[src/design/thc_pkg.sv]
// ----------------------------------------------------------------------------
// thc_pkg
// shared types and constants of the tuple hash combiner: queue entry layout,
// item kinds, back end states and the fixed hash constants
// ----------------------------------------------------------------------------
`default_nettype none

package thc_pkg;

	localparam logic [63:0] ACC_START  = 64'h0000_0000_0034_5678;
	localparam logic [63:0] MULT_START = 64'd1000003;
	localparam logic [63:0] MULT_STEP  = 64'd82520;
	localparam logic [63:0] FINISH_ADD = 64'd97531;
	localparam logic [63:0] ALL_ONES   = 64'hFFFF_FFFF_FFFF_FFFF;
	localparam logic [63:0] EMPTY_HASH = ACC_START + FINISH_ADD;

	// cap on the count used for multiplier growth
	localparam longint unsigned MAX_ELEMENTS = 64'd65536;
	localparam logic [15:0] REM_CAP = ((MAX_ELEMENTS - 64'd1) >= 64'd65535) ?
		16'hFFFF : 16'(MAX_ELEMENTS - 64'd1);

	localparam int unsigned QDEPTH = 4;
	localparam int unsigned QPTR_W = $clog2(QDEPTH);

	typedef enum logic [1:0] {
		K_FOLD  = 2'd0,
		K_ERROR = 2'd1,
		K_EMPTY = 2'd2
	} kind_t;

	typedef struct packed {
		kind_t       kind;
		logic [63:0] hash;
		logic [63:0] mult;
		logic        last;
	} entry_t;

	typedef struct packed {
		logic empty;
		logic full;
	} qstat_t;

	typedef enum logic {
		BK_TAKE = 1'b0,
		BK_SUM  = 1'b1
	} back_state_t;

endpackage

`default_nettype wire

[src/design/thc_queue.sv]
// ----------------------------------------------------------------------------
// thc_queue
// short register queue between front and back end
// ----------------------------------------------------------------------------
`default_nettype none

module thc_queue (
	input  wire logic            clk,
	input  wire logic            arst_n,
	input  wire logic            push,
	input  wire thc_pkg::entry_t wr_entry,
	input  wire logic            pop,
	output thc_pkg::entry_t      head,
	output thc_pkg::qstat_t      stat
);

	thc_pkg::entry_t               mem_q [thc_pkg::QDEPTH];
	logic [thc_pkg::QPTR_W-1:0]    wr_ptr_q;
	logic [thc_pkg::QPTR_W-1:0]    rd_ptr_q;
	logic [thc_pkg::QPTR_W:0]      count_q;
	logic                          do_push;
	logic                          do_pop;

	assign stat.empty = (count_q == '0);
	assign stat.full  = (count_q == (thc_pkg::QPTR_W + 1)'(thc_pkg::QDEPTH));
	assign do_push    = push && !stat.full;
	assign do_pop     = pop && !stat.empty;
	assign head       = mem_q[rd_ptr_q];

	always_ff @(posedge clk) begin
		if (do_push) begin
			mem_q[wr_ptr_q] <= wr_entry;
		end
	end

	always_ff @(posedge clk or negedge arst_n) begin
		if (!arst_n) begin
			wr_ptr_q <= '0;
			rd_ptr_q <= '0;
			count_q  <= '0;
		end else begin
			if (do_push) begin
				wr_ptr_q <= wr_ptr_q + 1'b1;
			end
			if (do_pop) begin
				rd_ptr_q <= rd_ptr_q + 1'b1;
			end
			case ({do_push, do_pop})
				2'b10:   count_q <= count_q + 1'b1;
				2'b01:   count_q <= count_q - 1'b1;
				default: count_q <= count_q;
			endcase
		end
	end

endmodule

`default_nettype wire

[config.mk]
export PLATFORM = sky130hd
export DESIGN_NAME = thc_queue
export DESIGN_NICKNAME = d
export VERILOG_FILES = /design/src/design/thc_pkg.sv /design/src/design/thc_queue.sv
export SDC_FILE = /design/constraint.sdc
export NUM_CORES = 1
export LEC_CHECK = 0
export BUFFER_PORTS_ARGS = -buffer_cell sky130_fd_sc_hd__buf_2
export CORE_MARGIN = 2
export CORE_UTILIZATION = 45
export CTS_CLUSTER_DIAMETER = 80
export CTS_CLUSTER_SIZE = 16
export DETAILED_ROUTE_END_ITERATION = 7
export GPL_TIMING_DRIVEN = 0
export MAX_ROUTING_LAYER = met4
export PLACE_DENSITY = 0.67
export SLEW_MARGIN = 20
export SYNTH_ARGS = -nofsm -noshare
export SYNTH_HDL_FRONTEND = slang
export SYNTH_SLANG_ARGS = --single-unit
[constraint.sdc]
create_clock -name clk -period 5.1 [get_ports clk]
set_input_delay 0.51 -clock clk [delete_from_list [all_inputs] [get_ports clk]]
set_output_delay 0.51 -clock clk [all_outputs]
set_load 0.01 [all_outputs]
Word level (Yosys, flattened, before mapping) --
Memories as Yosys holds them, arrays and structs flattened. Index checks and enable logic that the tools add are counted.
Cells by class: $add $sub $neg 4, shift-type cells 0, $mul 0, bitwise operators 0, eq/ne operators 3, reductions and logical operators 6, order comparisons 0, muxes and demuxes 3, div/mod/pow operators 0
Operators with widths (count):
- 3-bit one-hot mux with 2 select lines | 1
- 2-bit by 1-bit adder with 2-bit output (second input constant) | 2
- 3-bit by 1-bit adder with 3-bit output (second input constant) | 1
- 3-bit equality test (second input constant) | 1
- 3-bit zero test | 1
- 3-bit by 1-bit subtractor with 3-bit output (second input constant) | 1
- 2-bit by 1-bit equality test with 1-bit output (second input constant) | 1
- 2-bit equality test (second input constant) | 1
- 1-bit logical AND | 2
- 1-bit zero test | 2
- 1-bit two-way mux | 2
- 2-bit nonzero test | 1
Word-level totals: bits in latches 0, output and inout port bits 133, logic and storage cells 20, memories kept 1, bits of input ports 135, register bits 7, bits in writable memories 524, ROM bits 0
Memory list:
- mem_q | depth 4, width 131, rd ports 1, clocked after memory_dff 0, write ports 1, RTL line thc_queue.sv:17 | thc_pkg::entry_t mem_q [thc_pkg::QDEPTH];

Longest topological paths before layout --
Gate-level depths: netlist of run 1.
word-level depth 5, depth in mapped cells 9, gate-level depth less buffers 9

Worst setup path before layout of run 1 --
No wires, ideal clock.
path kind register -> register, from register count_q[2] (netlist bit), to memory mem_q[0][0] (netlist bit), enable pin, path buffers 0, arrival time 3.947 ns, stages on the path, launching flop included 4, data required time 4.594 ns, setup slack 0.648 ns, library setup time 0.506 ns, cell sequence dfrtp_1 > nor3b_1 > nor2b_1 > and2_1
RTL lines:
- start, declared | RTL line thc_queue.sv:20 | logic [thc_pkg::QPTR_W:0] count_q;
- start signal, assigned | RTL line thc_queue.sv:49 | 2'b10: count_q <= count_q + 1'b1;
- start signal, assigned | RTL line thc_queue.sv:50 | 2'b01: count_q <= count_q - 1'b1;
- start signal, assigned | RTL line thc_queue.sv:51 | default: count_q <= count_q;
- end, declared | RTL line thc_queue.sv:17

==> results of run 1 <==
[report_power, final]
part	internal, uW	switching, uW
clock network	1460	1350
registers	5750	167
logic	1890	2240
[metal layers]
layer / track usage [%] / up-vias / wire [microns]
met5: - / - / 0
met2: 26.35 / 251 / 17830
met1: 22.24 / 4447 / 15190
met4: 5.464 / 0 / 818
met3: 4.490 / 56 / 2688
li1: - / 3752 / -
[registers in the layout, summed over array words and instances, names as in the netlist]
name,count
count_q,3
wr_ptr_q,2
mem_q,524
rd_ptr_q,2
[worst max-delay path: cells and delay by family, from the launching register on]
kind | cells | cell delay, ns
buffers and inverters | 4 | 1.06
DFF | 1 | 0.32
muxes | 1 | 0.37
[cells in the final DEF (no fill, tap or decap), types with 3 or more instances in the layout]
cell / count
buf_16: 4
dfrtp_1: 7
xor2_1: 3
buf_6: 9
ha_1: 5
xnor2_1: 3
clkbuf_16: 41
inv_1: 6
edfxtp_1: 524
buf_12: 10
buf_2: 283
diode_2: 6
mux4_2: 131
and2_4: 4
clkbuf_1: 17
[cells by family (layout without fill, tap and decap cells)]
| group | after synthesis | count (layout) | synth area share [%] |
|---|---|---|---|
| DFF | 531 | 531 | 82.42 |
| muxes | 133 | 133 | 15.39 |
| buffers and inverters | 36 | 374 | 1.173 |
| and+or+nand+nor | 9 | 9 | 0.2657 |
| adders and majority gates | 6 | 6 | 0.4278 |
| xor gates and xnor gates | 6 | 6 | 0.2723 |
| AOI/OAI and AO/OA | 1 | 1 | 0.04538 |
| other | 0 | 6 | 0 |
[final cells by class]
class	count	area share, %
tap	539	2.964
multi-input combinational	155	13.96
antenna	6	0.06600
clock inverter	2	0.07150
timing repair buffer	282	7.282
clock buffer	54	4.724
sequential	531	69.93
inverter	6	0.09899
buffer	30	0.8964
[metrics by stage]
step           utilization, %  hold slack, ns  worst slack, ns
2_1_floorplan               -          0.2144           0.6477
3_3_place_gp            50.59          0.3476           -2.172
3_5_place_dp            51.35          0.3549            2.420
4_1_cts                 53.96          0.1230            2.180
5_1_grt                 54.00          0.1377            2.158
6_report                54.00          0.1774            2.302
[worst max path at each step]
stage          depth (start not counted)      endpoint  slack [ns]        start
2_1_floorplan                          3   mem_q[0][0]        0.65   count_q[2]
3_3_place_gp                           3  mem_q[0][66]       -2.17         push
3_5_place_dp                           5  mem_q[0][98]        2.42         push
4_1_cts                                5      head[56]        2.18  rd_ptr_q[1]
5_1_grt                                5      head[57]        2.16  rd_ptr_q[1]
6_report                               5      head[56]        2.30  rd_ptr_q[1]
==> flow_summary.yaml, run 1 <==
run_status:
  status: "completed"
clock_tree:
  cts_buffer_depth: 3
  postCtsSetupBuffers: 0
  numCtsBuffers: 39
  clk_pin_slew_worst_paths_ns: 0.06
  cts_root_buffer: "clkbuf_16"
  holdBufCountCts: 1
  cts-resized-gates: 0
  clk_latency_ns: 0.55
  clock_sinks: 531
  cts_tree: "yes"
  htreeDepth: 2
route:
  ant_nets: 0
  wirelength_microns: 36530
  drt-initial-drc-count: 592
  wl_per_cell_microns: 22.76
  drc: 0
  vias_per_cell: 5.300
  dr_total_vias: 8506
  first_pass_iters: 5
finish:
  stdcell_area_sq_mm: 0.02275
  regArea_sq_mm: 0.01591
  syn_to_final_growth_pct: 17.86
  multi_input_area_sq_mm: 0.003177
  drive_gt1_share_pct: 45.85
  layout.nets: 1186
  fin_cells: 1605
  fill_cells: 3232
floorplanning:
  fp.dieH_microns: 211.1
  start_util_pct: 45.81
  coreArea_sq_mm: 0.04213
  row_count: 75
  die_x_microns: 211.1
  io_pins: 268
  dieArea_sq_mm: 0.04457
setup_path:
  crit_arrival_ns: 2.29
  worst_path_max_delay_cell: "buf_2"
  path_class: "register to output port"
  reg2reg_setup_slack_ns: 2.50
  critPathCaptureType: "output port"
  r2r-end: "mem_q[0][110]"
  cp_common_cell: "buf_2"
  worstPathRequired_ns: 4.59
  path_max_fanout: 10
  rr_startpoint: "count_q[2]"
  startpoint_type: "register"
  path_cells: "buf_2 > buf_2 > buf_2 > mux4_2 > buf_2"
  worst-r2r-cell-count: 5
  max_stage_delay_ns: 0.37
placement:
  io_buffer_count: 267
  dpl.cell_count: 1542
  dp.final_hpwl_microns: 22820
  placed_area_sq_mm: 0.02163
  gp_congestion: 0.7515
power_and_ir_drop:
  peakVddDrop_v: 0.0003429
  power.density_mw_per_mm2: 565.4
  p_leak_uw: 0.007688
  power.total_uw: 12860
timing:
  slew_headroom_pct: 47.60
  clock-skew-final_ns: 0.01629
  finalSetupTns_ns: 0
  setup_viol: 0
  rsz0062_at_grt: "no"
  hold_violations: 0
  tightest_slew_ns: 0.7861
  min_period_ns: 2.798
  fmax_ghz: 0.3573
  period_share_pct: 54.87
  slew_violations: 0
synth:
  synthArstFlopShare_pct: 1.318
  synth_edf_count: 524
  synth.cell_area_sq_mm: 0.01930
  yosys_warnings: 0
  ys_seq_area_share_pct: 82.42
  yosys.area.top_type: "edfxtp_1"
  yosysUniqueCellTypes: 21
  syn_inst: 722
  syn_avg_cell_area_sq_um: 26.74
  netlist.area_leader.share_pct: 81.51
  synth_fp_nets: 863
  ys_ff_latch: 531
  synth_area_leaders: "edfxtp_1 82%, mux4_2 15%, dfrtp_1 0.91%"
  synth-main-ff-cell: "edfxtp_1"
  yosys.cell_count.top_type: "edfxtp_1"
  synth_common_cells: "524 x edfxtp_1, 131 x mux4_2, 16 x buf_2, 9 x buf_6, 7 x dfrtp_1"
global_route:
  grt_max_degree: 45
  grt_pass1_wl_microns: 54170
  grt_remaining_overflow: 0
  antenna_found_initial: 6
  grt_pass1_vias: 8975
  grt_use_total_pct: 17.02
worst_hold_path:
  worstHoldStart: "wr_entry[95]"
  hold_end: "mem_q[3][95]"
  min_path_cells: 1
  hold_class: "input port to register"
job:
  cap_violations: 0
Power figures use the tool's default switching activity.
==> run 2, diff against run 1 <==
Clock period 5.1 ns to 2.9 ns, I/O delays scaled along.
==> run 2 against run 1 <==
  * Critical path depth is 1 higher
  * Sequential share of layout area shrank 4.0 points
  * Global-route usage is 1.0 points higher
==> flow_summary.yaml, run 2 (synthesis results as in run 1) <==
run_status:
  status: "completed"
setup_path:
  path_max_fanout: 38
  path_class: "register to register"
  cp_common_cell: "buf_12"
  path_cells: "nor3b_1 > nor2b_1 > and2_4 > buf_12 > buf_12 > buf_16"
  startpoint_type: "register"
  worst_path_max_delay_cell: "and2_4"
  worstPathRequired_ns: 3.14
  critPathCaptureType: "register"
  crit_family: "simple AND/OR/NAND/NOR gates"
  crit_arrival_ns: 2.87
  path_buf_inv: 3
  max_stage_delay_ns: 0.49
power_and_ir_drop:
  power.total_uw: 23040
  peakVddDrop_v: 0.0005619
  p_leak_uw: 0.008263
  power.density_mw_per_mm2: 954.9
placement:
  placed_area_sq_mm: 0.02164
  io_buffer_count: 267
  dp.final_hpwl_microns: 23120
  gp_congestion: 0.7027
  post-place-ws_ns: 0.2296
timing:
  clock-skew-final_ns: 0.01414
  slew_headroom_pct: 43.70
  period_share_pct: 90.80
  min_period_ns: 2.633
  tightest_slew_ns: 0.8445
  setup_viol: 0
  fmax_ghz: 0.3798
  rsz0062_at_grt: "no"
  slew_violations: 0
  hold_ws_ns: 0.1241
  hold_violations: 0
  setup_ws_ns: 0.2667
floorplanning:
  row_count: 75
  fp.dieH_microns: 211.1
  start_util_pct: 45.81
  dieArea_sq_mm: 0.04457
  io_pins: 268
  coreArea_sq_mm: 0.04213
  die_x_microns: 211.1
clock_tree:
  postCtsSetupBuffers: 0
  clk_pin_slew_worst_paths_ns: 0.07
  clk_latency_ns: 0.56
  cts_root_buffer: "clkbuf_16"
  clock_sinks: 531
  cts_tree: "yes"
  numCtsBuffers: 41
  cts_buffer_depth: 3
  cts-resized-gates: 0
  htreeDepth: 2
finish:
  drive_gt1_share_pct: 41.00
  stdcell_area_sq_mm: 0.02413
  syn_to_final_growth_pct: 24.99
  fill_cells: 3006
  final_util_pct: 57.26
  largest_register_ffs: 524
  mostFrequentLayoutCells: "524 x edfxtp_1, 283 x buf_2, 132 x dlygate4sd3_1, 131 x mux4_2, 41 x clkbuf_16"
  layout_commonest_cell: "edfxtp_1"
  largest_registers: "mem_q x524, count_q x3"
  layout.nets: 1318
  regArea_sq_mm: 0.01591
  regMostFlops: "mem_q"
  multi_input_area_sq_mm: 0.003177
global_route:
  grt_use_total_pct: 18.03
  antenna_found_initial: 3
  grt_pass1_vias: 10020
  grt_remaining_overflow: 0
  grt_max_degree: 45
  grt_pass1_wl_microns: 57860
worst_hold_path:
  hold_class: "input port to register"
route:
  wirelength_microns: 38080
  first_pass_iters: 4
  drt-initial-drc-count: 518
  dr_total_vias: 9088
  vias_per_cell: 5.229
  ant_nets: 0
  wl_per_cell_microns: 21.91
  drc: 0
job:
  cap_violations: 0
-- run 2: changes by cell type in the layout (fill, tap and decap cells not counted), moves of 2 or more --
cell,previous run,this run
dlygate4sd3_1,1,132
buf_12,10,6
buf_16,4,7
clkinvlp_4,1,3
diode_2,6,4
inv_8,0,2
-- run 2: path summary, 6_finish.rpt --
kind                            startpoint            to  slack, ns  depth (start not counted)
worst max register to register  count_q[2]  mem_q[1][62]       0.27                          6
max in group asynchronous           arst_n   wr_ptr_q[1]       2.58                          2
min in group asynchronous           arst_n    count_q[2]       0.16                          2
worst min register to register  count_q[2]    count_q[2]       0.54                          1
worst min-delay path                   pop   rd_ptr_q[0]       0.12                          3
worst max-delay path            count_q[2]  mem_q[1][62]       0.27                          6
-- run 2: timing repair --
action,4_1_cts,5_1_grt
hold endpoints to repair,531,0
endpoints found under the setup margin,0,0
hold buffers,132,0
-- run 2: cell type report --
type | count | area share, %
clock inverter | 7 | 0.3475
sequential | 531 | 65.94
antenna | 4 | 0.04149
inverter | 6 | 0.09335
clock buffer | 54 | 4.455
buffer | 30 | 0.8453
timing repair buffer | 412 | 12.31
tap | 539 | 2.795
multi-input combinational | 155 | 13.17
-- run 2: metal layers --
layer | GRT usage (%) | wire, microns
met1 | 22.05 | 15630
met2 | 29.24 | 18890
met3 | 4.921 | 2562
met4 | 6.168 | 996
met5 | - | 0
-- run 2: report_power, final --
part | total (uW) | switching, uW | internal (uW)
logic | 7430 | 3990 | 3450
registers | 10400 | 305 | 10100
clock network | 5190 | 2490 | 2700
-- run 2: worst min-delay path, delay by kind of cell --
family,cells,cell delay [ns]
buf+inv,1,0.08
xor+xnor,1,0.08
compound gates,1,0.19
-- run 2: per-stage QoR --
step	setup TNS, ns	cells
CTS	0	1734
floorplan	-57.24	722
detailed placement	0	1541
finish	0	1738
global placement	-809.53	1528
global route	0	1737
