==> config.mk <==
export PLATFORM = sky130hd
export DESIGN_NAME = thc_front
export DESIGN_NICKNAME = d
export VERILOG_FILES = /design/src/design/thc_pkg.sv /design/src/design/thc_front.sv
export SDC_FILE = /design/constraint.sdc
export NUM_CORES = 1
export LEC_CHECK = 0
export BUFFER_PORTS_ARGS = -buffer_cell sky130_fd_sc_hd__buf_2
export CAP_MARGIN = 20
export CORE_MARGIN = 2
export CORE_UTILIZATION = 40
export DETAILED_ROUTE_END_ITERATION = 7
export GPL_TIMING_DRIVEN = 0
export PLACE_DENSITY = 0.78
export SETUP_SLACK_MARGIN = 0.5
export SLEW_MARGIN = 20
export SYNTH_ARGS = -nofsm -noshare
export SYNTH_HDL_FRONTEND = slang
export SYNTH_SLANG_ARGS = --single-unit
==> constraint.sdc <==
create_clock -name clk -period 3.15 [get_ports clk]
set_input_delay 0.7875 -clock clk [delete_from_list [all_inputs] [get_ports clk]]
set_output_delay 0.7875 -clock clk [all_outputs]
set_load 0.02 [all_outputs]
==> src/design/thc_pkg.sv <==
// ----------------------------------------------------------------------------
// thc_pkg
// shared types and constants of the tuple hash combiner: queue entry layout,
// item kinds, back end states and the fixed hash constants
// ----------------------------------------------------------------------------
`default_nettype none

package thc_pkg;

	localparam logic [63:0] ACC_START  = 64'h0000_0000_0034_5678;
	localparam logic [63:0] MULT_START = 64'd1000003;
	localparam logic [63:0] MULT_STEP  = 64'd82520;
	localparam logic [63:0] FINISH_ADD = 64'd97531;
	localparam logic [63:0] ALL_ONES   = 64'hFFFF_FFFF_FFFF_FFFF;
	localparam logic [63:0] EMPTY_HASH = ACC_START + FINISH_ADD;

	// cap on the count used for multiplier growth
	localparam longint unsigned MAX_ELEMENTS = 64'd65536;
	localparam logic [15:0] REM_CAP = ((MAX_ELEMENTS - 64'd1) >= 64'd65535) ?
		16'hFFFF : 16'(MAX_ELEMENTS - 64'd1);

	localparam int unsigned QDEPTH = 4;
	localparam int unsigned QPTR_W = $clog2(QDEPTH);

	typedef enum logic [1:0] {
		K_FOLD  = 2'd0,
		K_ERROR = 2'd1,
		K_EMPTY = 2'd2
	} kind_t;

	typedef struct packed {
		kind_t       kind;
		logic [63:0] hash;
		logic [63:0] mult;
		logic        last;
	} entry_t;

	typedef struct packed {
		logic empty;
		logic full;
	} qstat_t;

	typedef enum logic {
		BK_TAKE = 1'b0,
		BK_SUM  = 1'b1
	} back_state_t;

endpackage

`default_nettype wire

==> src/design/thc_front.sv <==
// ----------------------------------------------------------------------------
// thc_front
// accepts element items, tracks tuple skipping and the multiplier sequence,
// and pushes classified work into the queue
// ----------------------------------------------------------------------------
`default_nettype none

module thc_front (
	input  wire logic            clk,
	input  wire logic            arst_n,
	input  wire logic            accept,
	input  wire logic            op,
	input  wire logic [63:0]     element_hash,
	input  wire logic [15:0]     remaining,
	output logic                 push,
	output thc_pkg::entry_t      entry
);

	logic [63:0] mult_q;
	logic        skipping_q;
	logic [63:0] mult_d;
	logic        skipping_d;
	logic [15:0] rem_c;
	logic        last;

	assign last  = (remaining == 16'd0);
	assign rem_c = (remaining > thc_pkg::REM_CAP) ? thc_pkg::REM_CAP : remaining;

	always_comb begin
		push        = 1'b0;
		entry.kind  = thc_pkg::K_FOLD;
		entry.hash  = element_hash;
		entry.mult  = mult_q;
		entry.last  = last;
		mult_d      = mult_q;
		skipping_d  = skipping_q;
		if (op) begin
			push       = accept;
			entry.kind = thc_pkg::K_EMPTY;
			mult_d     = thc_pkg::MULT_START;
			skipping_d = 1'b0;
		end else if (skipping_q) begin
			// rest of a failed tuple is dropped here
			if (last) begin
				skipping_d = 1'b0;
				mult_d     = thc_pkg::MULT_START;
			end
		end else if (element_hash == thc_pkg::ALL_ONES) begin
			push       = accept;
			entry.kind = thc_pkg::K_ERROR;
			mult_d     = thc_pkg::MULT_START;
			skipping_d = !last;
		end else begin
			push = accept;
			if (last) begin
				mult_d = thc_pkg::MULT_START;
			end else begin
				mult_d = mult_q + thc_pkg::MULT_STEP + 64'({rem_c, 1'b0});
			end
		end
	end

	always_ff @(posedge clk or negedge arst_n) begin
		if (!arst_n) begin
			mult_q     <= thc_pkg::MULT_START;
			skipping_q <= 1'b0;
		end else if (accept) begin
			mult_q     <= mult_d;
			skipping_q <= skipping_d;
		end
	end

endmodule

`default_nettype wire

### After elaboration in Yosys (flattened, before gate mapping)

Index checks and enable logic that the tools add are counted.

* flip-flop bits (word level): 65
* latch bits: 0
* bits in writable memories: 0
* ROM bits: 0
* input bits: 84
* output and inout bits: 132
* word-level logic and storage cells: 25
* memories: 0

* add/sub/neg operators: 2
* multiply operators: 0
* div/mod/pow operators: 0
* magnitude comparators: 1
* equal/unequal tests: 2
* shifts and indexed selects: 0
* mux-type cells: 15
* bitwise operators: 0
* reductions and logical operators: 3

Operators with widths (number)
* 2-to-1 mux 64 bit: 5
* adder 64 x 17 -> 64 bit: 1
* adder 64 x 17 -> 64 bit (second input constant): 1
* == test 64 bit (second input constant): 1
* greater-than comparator 16 bit (second input constant): 1
* logical NOT 16 bit: 1
* 2-to-1 mux 16 bit: 1
* 2-to-1 mux 1 bit: 8
* != test 3 x 2 -> 1 bit (second input constant): 1
* 2-to-1 mux 2 bit: 1
* AND reduction 2 bit: 1
* logical NOT 1 bit: 1

### Depth between registers and ports, before layout

Gate-level depths: netlist of run 1.

* word-level depth: 7
* mapped depth: 12
* gate-level depth less buffers: 11

### Least setup slack after synthesis of run 1

Ideal clock, no wire load.

* path type: input port to flip-flop
* from: in remaining[1]
* to: reg mult_q[52]
* setup time: 125 ps
* data arrival time: 3038 ps
* required time: 3025 ps
* setup slack: -13 ps
* stages on the path: 12
* buffers on the path: 1
* path through: ha_1 -> ha_1 -> inv_1 -> fa_1 -> nand2b_1 -> a21oi_1 -> nor3b_1 -> o21ai_1 -> buf_2 -> o2111ai_1 -> a21o_1 -> mux2_2

* cells in the longest elaborated chain, start to end: 7
* elaborated cells on any way between the ends: 10
* those cells by class: add/sub (1); order compare (1); eq/ne (1); mux (5); reduce/logical (2)

Ends and longest elaborated chain
* start, declared: RTL line thc_front.sv:14 `input wire logic [15:0] remaining,`
* greater-than comparator 16 bit: RTL line thc_front.sv:27 `assign rem_c = (remaining > thc_pkg::REM_CAP) ? thc_pkg::REM_CAP : remaining;`
* 2-to-1 mux 16 bit: RTL line thc_front.sv:27
* adder 64 x 17 -> 64 bit: RTL line thc_front.sv:58 `mult_d = mult_q + thc_pkg::MULT_STEP + 64'({rem_c, 1'b0});`
* 2-to-1 mux 64 bit: RTL line thc_front.sv:55 `if (last) begin`
* 2-to-1 mux 64 bit: RTL line thc_front.sv:48 `end else if (element_hash == thc_pkg::ALL_ONES) begin`
* 2-to-1 mux 64 bit: RTL line thc_front.sv:42 `end else if (skipping_q) begin`
* 2-to-1 mux 64 bit: RTL line thc_front.sv:37 `if (op) begin`
* end signal, assigned: RTL line thc_front.sv:65 `mult_q <= thc_pkg::MULT_START;`
* end signal, assigned: RTL line thc_front.sv:68 `mult_q <= mult_d;`
* end, declared: RTL line thc_front.sv:19 `logic [63:0] mult_q;`

Parallel ways exist; a longest one is shown, timed or not.
A chain may end at the register's enable or synchronous reset.

### Final worst setup path of run 1

* from: in remaining[1]
* to: reg mult_q[46]

Same word-level chain as after synthesis.

==> impl_metrics.toml, run 1 <==
[status]
outcome = "finished, final reports clean"

[placed_design]
place_inst = 1033
place.gp.congestion = 0.977
place_hpwl_mm = 16.2
place_area_sq_mm = 0.00688
port-buffer-count = 215

[synthesis]
synth_area_sq_mm = 0.00538
synth_edf_count = 0
synth_ff_type = "dfrtp_1"
synth_top_area_share_pct = 26.1
async_reset_ff_share_pct = 100
ys_seq_elements = 65
yosysWarnings = 0
synthCells = 641
synth.avg_cell_area_sq_um = 8.39
ys_top_cells_by_area = "dfrtp_1 26%, buf_4 9.2%, ha_1 7.4%"
ys_seq_area_share_pct = 30.5
synth_largest_area_cell = "dfrtp_1"
synth_cell_types = 66
synthesis.nets = 758

[grt]
antenna_found_initial = 1
gr-usage-met2_pct = 56.9
grt_pass1_wl_mm = 34.3
grtUsageTotal_pct = 31.2
top_usage_layer = "met2"
gr-total-overflow = 0
use_met1_pct = 35.6
use_met3_pct = 5.23
grt_pass1_vias = 5976
grt_max_degree = 55

[critical_path]
critical-path-max-stage-delay_ns = 0.36
rrSetupSlack_ns = 0.26
r2r-end = "mult_q[46]"
cp_slowest_cell = "or3_1"
endpoint_kind = "register"
r2r_start = "mult_q[9]"
cp_max_fo = 5
arrival_ns = 3.21
rr_worst_depth = 12
worstSetupPathType = "primary input to register"
path_buf_inv = 4
path_delay_family = "adder cells"
worstPathRequired_ns = 3.41
cp_cell_sequence = "buf_8, ha_4, ha_4, inv_2, fa_2, nand2b_4, a21oi_4, nor3b_2, o21ai_2, buf_6, buf_6, o2111ai_1, or3_1, o21ai_0"
start_kind = "primary input"

[sta]
setup_viol = 0
grt_setup_unrepaired = "yes"
period_needed_ns = 2.96
finalCritPeriodShare_pct = 93.9
max_freq_mhz = 338
hold_viol = 0
clock-skew-final_ns = 0.00966
worst_slew_pin_slew_ns = 0.736
whs_ns = 0.282
slew_viol_final = 0
slew-limit-headroom_pct = 50.9

[pwr]
power_density_mw_per_mm2 = 722
p_leak_nw = 3.90
peakVddDrop_v = 0.000424

[cells_and_area]
fin_area_sq_mm = 0.00843
syn_to_final_growth_pct = 56.8
layout_commonest_cell = "buf_2"
fin_cells = 1097
layout.nets = 1032
layout_common_cells = "203 x buf_2, 101 x buf_4, 56 x dfrtp_1"
drive_gt1_share_pct = 52.9

[clock_network]
cts_hold_buf = 0
cts_tree = "yes"
path_clk_slew_ns = 0.06
cts_root_buf = "clkbuf_16"
cts.sinks = 65
clk_path_buf_depth = 2
insertion_delay_ns = 0.35
numCtsBuffers = 9
cts.htree.levels = 3

[routing]
avgRoutedWirePerCell_microns = 23.2
drt_iter0_markers = 910
vias = 6823
vias_per_cell = 6.22
dr.pass1.iters = 8
ant_nets = 0
routed_wl_mm = 25.5
drc_errors = 0

[floorplan]
core_sq_mm = 0.0132
initial_core_util_pct = 40.8
die_h_microns = 120
rows = 42
die_w_microns = 120
die_area_sq_mm = 0.0144
ioPinCount = 216

[min_path]
hp-class = "primary input to asynchronous set/reset pin"

[job]
drv_cap = 0
-- kinds of logic (layout without fill, tap and decap cells) --
logic type | count (synthesis) | in the layout | synth area share [%]
compound gates | 169 | 169 | 20.9
flops | 65 | 65 | 30.5
fa+ha+maj | 33 | 33 | 7.82
other cells | 0 | 1 | 0
simple gates | 215 | 215 | 22.6
buf+inv | 136 | 415 | 14.3
mux | 8 | 8 | 1.51
xor+xnor | 15 | 15 | 2.44
-- where the power goes --
part,switching (mW),internal (mW)
Clock,0.418,0.633
Sequential,0.131,0.977
Combinational,2.13,1.80
Total,2.68,3.41
-- through the flow --
| step | setup WS, ns | utilization (%) | power [mW] | setup TNS, ns |
|---|---|---|---|---|
| floorplan | 0.234 | - | 2.82 | 0 |
| global placement | -0.195 | 51.9 | 3.45 | -4.74 |
| detailed placement | -0.182 | 52.1 | 3.49 | -5.64 |
| CTS | 0.340 | 59.6 | 5.25 | 0 |
| global route | 0.169 | 63.9 | 6.29 | 0 |
| finish | 0.193 | 63.9 | 6.08 | 0 |
-- registers in the layout, summed over array words and instances (netlist names) --
register,cells
skipping_q,1
mult_q,64
-- per-layer routing --
metal | vias up | part of all wire [%]
met4 | 0 | 6.6
met2 | 558 | 50
li1 | 2869 | -
met5 | - | 0
met1 | 3229 | 33
met3 | 167 | 10
-- layout make-up --
cell class	count	area, sq um
Clock buffer	11	243
Sequential cell	65	1640
Timing Repair Buffer	263	1660
Antenna cell	1	2.50
Tap cell	176	220
Fill cell	1003	4760
Clock inverter	5	55.1
Multi-Input combinational cell	440	3760
Inverter	48	188
Buffer	88	661
-- worst max path at each step --
stage / start / end / cells past startpoint
after detailed placement: element_hash[62] / mult_q[11] / 9
after global routing: remaining[1] / mult_q[46] / 14
after global placement: remaining[15] / mult_q[52] / 12
after floorplan: remaining[1] / mult_q[52] / 12
final: remaining[1] / mult_q[46] / 14
after CTS: element_hash[52] / entry[129] / 7
-- cells in the mapped netlist, types with 8 or more instances --
library cell / count
clkbuf_1: 12
and3_1: 8
dfstp_2: 9
o211ai_1: 20
nor2_1: 35
and2_1: 8
ha_1: 32
xor2_1: 13
nand2_1: 42
buf_4: 66
nor4_1: 13
dfrtp_1: 56
or3_1: 13
nand4_1: 32
o21ai_0: 34
nand3_1: 27
a31oi_1: 12
buf_2: 10
nor3_1: 11
inv_1: 47
a21oi_1: 35
-- what timing repair did --
item	4_1_cts	5_1_grt
pin swaps	52	53
gates resized for setup	90	97
gates cloned	2	2
buffers inserted	26	17
endpoints found under the setup margin	64	64
(Power assumes the default switching activity.)
==> run 2: changes to the inputs <==
GPL_TIMING_DRIVEN = not set   (was 0)
RECOVER_POWER = 50   (was not set)
==> run 2 against run 1 <==
Non-clock buffer count is 63 lower. Critical endpoint is now mult_q[39]. Critical path type unchanged. Via count is 6.8% lower. Sequential share of layout area is 1.2 points higher. Count of clock-buffer cells in the layout stayed put. The run now ends with capacitance limit, slew limit left. Hold slack better by 0.22 ns.
==> impl_metrics.toml, run 2 (synthesis results as in run 1) <==
[sta]
period_needed_ns = 2.86
max_freq_mhz = 350
slew_viol_final = 32
final.setup.tns_ns = 0
setup_viol = 0
hold_viol = 0
grt_setup_unrepaired = "yes"
worst_slew_pin_slew_ns = 1.90
finalCritPeriodShare_pct = 90.8
clock-skew-final_ns = 0.00927
slew-limit-headroom_pct = -26.7

[min_path]
min_to = "mult_q[0]"
hold_depth = 1
hp-class = "register to register"
holdCritStartpoint = "mult_q[0]"

[floorplan]
rows = 42
die_h_microns = 120
die_area_sq_mm = 0.0144
initial_core_util_pct = 40.8
core_sq_mm = 0.0132
ioPinCount = 216
die_w_microns = 120

[cells_and_area]
regMostFlops = "mult_q"
reg_top3 = "mult_q (64), skipping_q (1)"
fill_cells = 1055
layout_common_cells = "140 x buf_2, 67 x clkbuf_1, 56 x dfrtp_1"
multi_input_area_sq_mm = 0.00381
diodes = 0
layout.nets = 969
postLayoutCoreUtil_pct = 60.0
seq_area_sq_mm = 0.00164
layout_commonest_cell = "buf_2"
drive_gt1_share_pct = 43.8
syn_to_final_growth_pct = 47.3
largest_reg_flops = 64

[status]
violations = "capacitance limit, slew limit"
outcome = "finished, violations left"

[critical_path]
worstSetupPathType = "primary input to register"
r2r_start = "mult_q[6]"
path_delay_family = "simple AND/OR/NAND/NOR gates"
arrival_ns = 3.13
critical-path-max-stage-delay_ns = 0.39
path_buf_inv = 6
cp_cell_sequence = "buf_2, inv_2, ha_4, inv_2, ha_4, nand2_2, nor2_4, nand4b_1, a21oi_2, buf_6, buf_4, buf_6, o2111ai_4, or3_1, o21ai_1"
rrSetupSlack_ns = 0.30
r2r-end = "mult_q[39]"
start_kind = "primary input"
worstPathRequired_ns = 3.42
cp_slowest_cell = "or3_1"
rr_worst_depth = 14
cp_max_fo = 5
endpoint_kind = "register"

[clock_network]
numCtsBuffers = 9
clk_path_buf_depth = 2
cts.htree.levels = 3
insertion_delay_ns = 0.35
cts_root_buf = "clkbuf_16"
cts_tree = "yes"
path_clk_slew_ns = 0.05
cts.sinks = 65

[job]
drv_cap = 1

[pwr]
power_density_mw_per_mm2 = 732
p_leak_nw = 3.39
peakVddDrop_v = 0.000398

[routing]
avgRoutedWirePerCell_microns = 22.6
wl_met1_mm = 8.15
routed_wl_mm = 23.4
wl_met3_mm = 2.06
drt_iter0_markers = 718
wl_met2_mm = 11.9
ant_nets = 0
vias_per_cell = 6.16
drc_errors = 0
routed.top_layer = "met4"
vias = 6360
dr.pass1.iters = 8

[grt]
grt_pass1_vias = 5706
gr-total-overflow = 0
grt_max_degree = 47
grtUsageTotal_pct = 29.1
antenna_found_initial = 0
grt_pass1_wl_mm = 32.2

[placed_design]
port-buffer-count = 215
place_hpwl_mm = 15.6
place.gp.congestion = 0.972
run 2: area by class of cell:
class,count,area share (%)
clock inverters,5,0.679
inverters,48,2.37
flip-flops and latches,65,20.7
clock buffers,11,3.19
well taps,176,2.78
repair buffers,288,22.2
multi-input cells,440,48.1
run 2: routing by layer:
metal | global-route usage, % | up-vias
met4 | 12.2 | 0
met2 | 52.9 | 457
met1 | 33.6 | 3038
li1 | - | 2742
met3 | 4.80 | 123
met5 | 0 | -
run 2: worst register-to-register path, cell delays in order, from the launching register on:
cell,delay [ns]
dfstp_2,0.53
inv_2,0.05
ha_4,0.25
inv_2,0.04
ha_4,0.27
o211ai_1,0.08
nand2_1,0.15
nand4b_1,0.20
a21oi_2,0.28
buf_6,0.16
buf_4,0.11
buf_6,0.10
o2111ai_4,0.11
or3_1,0.39
o21ai_1,0.08
run 2: metrics by stage:
| step | std cells | area (sq um) | setup slack (ns) | total power [mW] | hold WS, ns |
|---|---|---|---|---|---|
| floorplan | 641 | 5550 | 0.234 | 2.82 | 0.492 |
| global placement | 986 | 6620 | 0.0207 | 3.63 | 0.485 |
| detailed placement | 986 | 6620 | -0.0747 | 3.67 | 0.494 |
| CTS | 1017 | 7440 | 0.373 | 5.18 | 0.503 |
| global route | 1033 | 7920 | 0.196 | 6.06 | 0.515 |
| finish | 1033 | 7920 | 0.290 | 5.80 | 0.501 |
run 2: report_power, final:
| group | leakage [nW] | total, mW | internal, mW | switching [mW] |
|---|---|---|---|---|
| Combinational | 2.37 | 3.64 | 1.67 | 1.97 |
| Sequential | 0.865 | 1.12 | 0.977 | 0.138 |
| Clock | 0.155 | 1.04 | 0.653 | 0.391 |
| Total | 3.39 | 5.80 | 3.30 | 2.50 |
run 2: worst max path at each step:
stage / start / end / cells after the start
detailed placement: remaining[2] / mult_q[63] / 13
floorplan: remaining[1] / mult_q[52] / 12
global route: mult_q[6] / mult_q[39] / 14
finish: remaining[8] / mult_q[39] / 15
global placement: remaining[11] / mult_q[53] / 12
CTS: element_hash[12] / entry[129] / 6
run 2: what timing repair did:
action                                  CTS  global route
endpoints found under the setup margin   49            50
pin swaps                                43            75
gates resized for setup                  65           103
hold buffers                              0             0
setup buffers                            14            16
gates cloned                              1             0
